## src/rtl/hscu_pkg.sv

```systemverilog
// Shared constants, register codes and pipeline control types for the heat stencil cell unit.
package hscu_pkg;

    localparam int TEMP_W    = 32;
    localparam int GAIN_W    = 32;
    localparam int FACES     = 6;
    localparam int MASK_W    = 6;
    localparam int LOSSY_W   = $clog2(FACES + 1);
    localparam int CFG_IDX_W = 3;
    localparam int FACE_YM   = 2;

    localparam int DEF_TEMP_FRACTION_BITS = 16;

    // Configuration register indexes
    localparam logic [CFG_IDX_W-1:0] REG_CONDUCTION_GAIN = 3'd0;
    localparam logic [CFG_IDX_W-1:0] REG_CONVECTION_GAIN = 3'd1;
    localparam logic [CFG_IDX_W-1:0] REG_RADIATION_GAIN  = 3'd2;
    localparam logic [CFG_IDX_W-1:0] REG_CPU_FLUX        = 3'd3;
    localparam logic [CFG_IDX_W-1:0] REG_FLUID_TEMP      = 3'd4;
    localparam logic [CFG_IDX_W-1:0] REG_STEP_GAIN       = 3'd5;

    localparam logic [GAIN_W-1:0] RST_CONDUCTION_GAIN = 32'd15904801;
    localparam logic [GAIN_W-1:0] RST_CONVECTION_GAIN = 32'd687195;
    localparam logic [GAIN_W-1:0] RST_RADIATION_GAIN  = 32'd16735800;
    localparam logic [GAIN_W-1:0] RST_CPU_FLUX        = 32'd0;
    localparam logic [TEMP_W-1:0] RST_FLUID_TEMP      = 32'd19211878;
    localparam logic [GAIN_W-1:0] RST_STEP_GAIN       = 32'd110427904;

    localparam int PIPE_STAGES = 13;

    typedef struct packed {
        logic [PIPE_STAGES-1:0] valid;
        logic [PIPE_STAGES-1:0] load;
    } hscu_pipe_t;

endpackage

```

## src/rtl/hscu_pipe_ctrl.sv

```systemverilog
// Valid bits and per-stage load enables for the stall-tolerant update pipeline.
module hscu_pipe_ctrl import hscu_pkg::*; (
    input  logic       clk,
    input  logic       rst_n,
    input  logic       in_valid,
    output logic       in_ready,
    input  logic       out_ready,
    output hscu_pipe_t pipe
);

    logic [PIPE_STAGES-1:0] valid_reg;
    logic [PIPE_STAGES-1:0] valid_next;
    logic [PIPE_STAGES-1:0] load;

    // A stage may load when it or any stage after it is empty, or the output drains.
    always_comb
    begin
        for (int i = 0; i < PIPE_STAGES; i++)
        begin
            load[i] = out_ready ||
                      ((valid_reg | PIPE_STAGES'((1 << i) - 1)) != {PIPE_STAGES{1'b1}});
        end
        valid_next = (load & {valid_reg[PIPE_STAGES-2:0], in_valid}) | (~load & valid_reg);
    end

    always_ff @(posedge clk or negedge rst_n)
    begin
        if (!rst_n)
        begin
            valid_reg <= '0;
        end
        else
        begin
            valid_reg <= valid_next;
        end
    end

    assign in_ready   = load[0];
    assign pipe.valid = valid_reg;
    assign pipe.load  = load;

endmodule

```

## config.mk

```make
export PLATFORM = sky130hd
export DESIGN_NAME = hscu_pipe_ctrl
export DESIGN_NICKNAME = d
export VERILOG_FILES = /design/src/rtl/hscu_pkg.sv /design/src/rtl/hscu_pipe_ctrl.sv
export SDC_FILE = /design/constraint.sdc
export NUM_CORES = 1
export LEC_CHECK = 0
export ABC_AREA = 1
export BUFFER_PORTS_ARGS = -buffer_cell sky130_fd_sc_hd__buf_2
export CORE_AREA = 2 2 39 41
export CTS_BUF_LIST = sky130_fd_sc_hd__clkbuf_16
export CTS_CLUSTER_SIZE = 8
export DETAILED_ROUTE_END_ITERATION = 16
export DIE_AREA = 0 0 41 43
export PLACE_DENSITY = 0.77
export SYNTH_ARGS = -nofsm -noshare
export SYNTH_HDL_FRONTEND = slang
export SYNTH_SLANG_ARGS = --single-unit
```

## constraint.sdc

```tcl
create_clock -name clk -period 2.75 [get_ports clk]
set_input_delay 0.4125 -clock clk [delete_from_list [all_inputs] [get_ports clk]]
set_output_delay 0.4125 -clock clk [all_outputs]
set_load 0.1 [all_outputs]
```

==> reports/qor.txt <==
Total Routed Length: 1130 µm
Reg power frac: 22.9%
#FFs+latches synth: 13
status: complete, no violations
H-tree levels: 1
Die ar.: 1760 µm²
leading area contributor after synthesis: dfrtp_1
Final Critical Period: 1.92 ns
CTS tree: yes
Global Route Usage Sum: 15.8%
grt ovf: 0
yosys warns: 0
DRC viols: 0
Fin Clk Skew: 0.000828 ns
antenna-violating nets left: 0
total number of vias: 519
type of the most critical hold path: in -> async
placement-stage worst setup slack: 0.875 ns
Worst Path Arrival: 1.50 ns
core area: 1380 µm²
Final Net Count: 104
number of synthesized flops with an enable pin: 0
DP Wirelength: 890 µm
post-synthesis sequential area ratio: 56.8%
Sw Share: 54.2%
Power Density: 1230 nW/µm²
final antenna diode count: 0
ys async rst share: 100%
CP Class: reg -> out
leak pwr: 0.000475 µW
CP endpoint kind: output port
drt pass-1 iters: 4
Worst-path clk slew: 0.04 ns
mean post-synth cell area: 8.55 µm²
row count: 14
sw power: 565 µW
top-area cell type share of the netlist area: 56.8%
combinational power share: 51.9%
worst vdd ir: 0.582 mV
starting DRC count in detailed routing: 8
post-CTS setup buffer count: 0
Starting Density: 41.4%
vias in the first global route: 467
clock latency on the worst-skew pair: 0.24 ns
GP Congestion: 0.779
hold buffer count at cts: 0
setup ws final: 0.833 ns
initial antenna violation count: 0
Most used DFF post-synth: dfrtp_1
Startpoint Class: register
first-pass GRT wire length: 1860 µm
slew at the pin closest to its max-slew limit: 0.492 ns
Cells after Synth: 67
Clock power frac: 25.2%
Via-to-Cell Ratio: 4.51
tightest hold margin: 0.0505 ns
layout cells sized above 1: 50.5%
PostCTS Resize Cnt: 0
RSZ-0062 raised after global routing: false
max cap viols: 0
crit share post-route: 69.7%
synthesized area: 573 µm²
Fin Setup TNS: 0 ns
Max clock buf depth: 2
largest net degree at the start of global routing: 14
Clock Sinks: 13
Post-Syn Nets: 71
P_int: 478 µW
PortBufs: 30
Synth top cells by count: nand2_1 (20), inv_1 (16), dfrtp_1 (13), nand4_1 (6)
endpoints failing setup: 0
Final Hold Viols: 0
fin. max-slew vios: 0
most common cell in the netlist: nand2_1
crit path max fanout: 12
Routed WL per cell: 9.86 µm
synth top area cells: dfrtp_1 (57%), nand2_1 (13%), inv_1 (10%)
Die H: 43 µm
layout overhead on the synthesized area: 48.0%
Slew headroom: 67.4%
Critical Path RT: 2.34 ns
cts bufs inserted: 3
count of different cell masters after synthesis: 12
root buffer cell: clkbuf_16
IO Pins: 31
max frequency: 522 MHz
Die W: 41 µm
critical path, stage by stage (launching register included):
cell	delay, ns
dfrtp_4	0.41
nand2_1	0.09
nor2_4	0.25
nand4_1	0.18
buf_2	0.33
cell usage in the layout, fill, tap and decap left out:
cell type | netlist | final
nor2_1 | 3 | 3
nand2_8 | 0 | 1
dfrtp_2 | 0 | 9
nand2_1 | 20 | 20
buf_2 | 0 | 30
or2_2 | 1 | 1
dfrtp_4 | 0 | 4
nor2_4 | 1 | 2
inv_1 | 16 | 17
nand3_1 | 3 | 3
nand4_1 | 6 | 6
clkbuf_16 | 0 | 3
cell families (layout without fill, tap and decap cells):
| logic type | count (synthesis) | in the layout | synth area share, % |
|---|---|---|---|
| flops | 13 | 13 | 56.8 |
| buf+inv | 18 | 50 | 13.8 |
| simple gates | 36 | 36 | 29.5 |
final cells by class:
class                      count  area (µm²)
multi-input combinational     36         188
fill                         130         536
timing repair buffer          30         150
inverter                      16        60.1
clock buffer                   3        75.1
sequential                    13         352
tap                           16        20.0
clock inverter                 1        3.75
stage by stage:
| step | utilization (%) | instances | total power [µW] | cell area (µm²) |
|---|---|---|---|---|
| CTS | 61.3 | 115 | 1050 | 848 |
| finish | 61.3 | 115 | 1040 | 848 |
| floorplan | - | 67 | 722 | 626 |
| detailed placement | 55.6 | 111 | 784 | 769 |
| global route | 61.3 | 115 | 1090 | 848 |
| global placement | 55.6 | 111 | 781 | 769 |
layer usage:
layer	share of wire (%)	track usage, %	vias to the layer above
met1	48	22.3	229
met2	43	21.9	22
met5	0	0	-
met4	1.7	6.00	0
li1	-	-	266
met3	8.0	5.24	2
final timing paths:
check | start | cells past startpoint | slack (ns) | endpoint
min | rst_n | 1 | 0.05 | async pin
max | register | 4 | 0.83 | pipe[0]
min in group clk | in_valid | 3 | 0.36 | register
max reg2reg | register | 4 | 1.66 | register
max in group asynchronous | rst_n | 1 | 2.46 | async pin
min reg2reg | register | 2 | 0.47 | register
power groups by stage:
stage | clock network (µW) | logic (µW) | registers, µW
floorplan | 0 | 313 | 408
global placement | 0 | 540 | 241
detailed placement | 0 | 542 | 242
CTS | 271 | 543 | 239
global route | 280 | 564 | 244
finish | 263 | 541 | 239
Note: power is estimated with default switching activity, not from simulation.
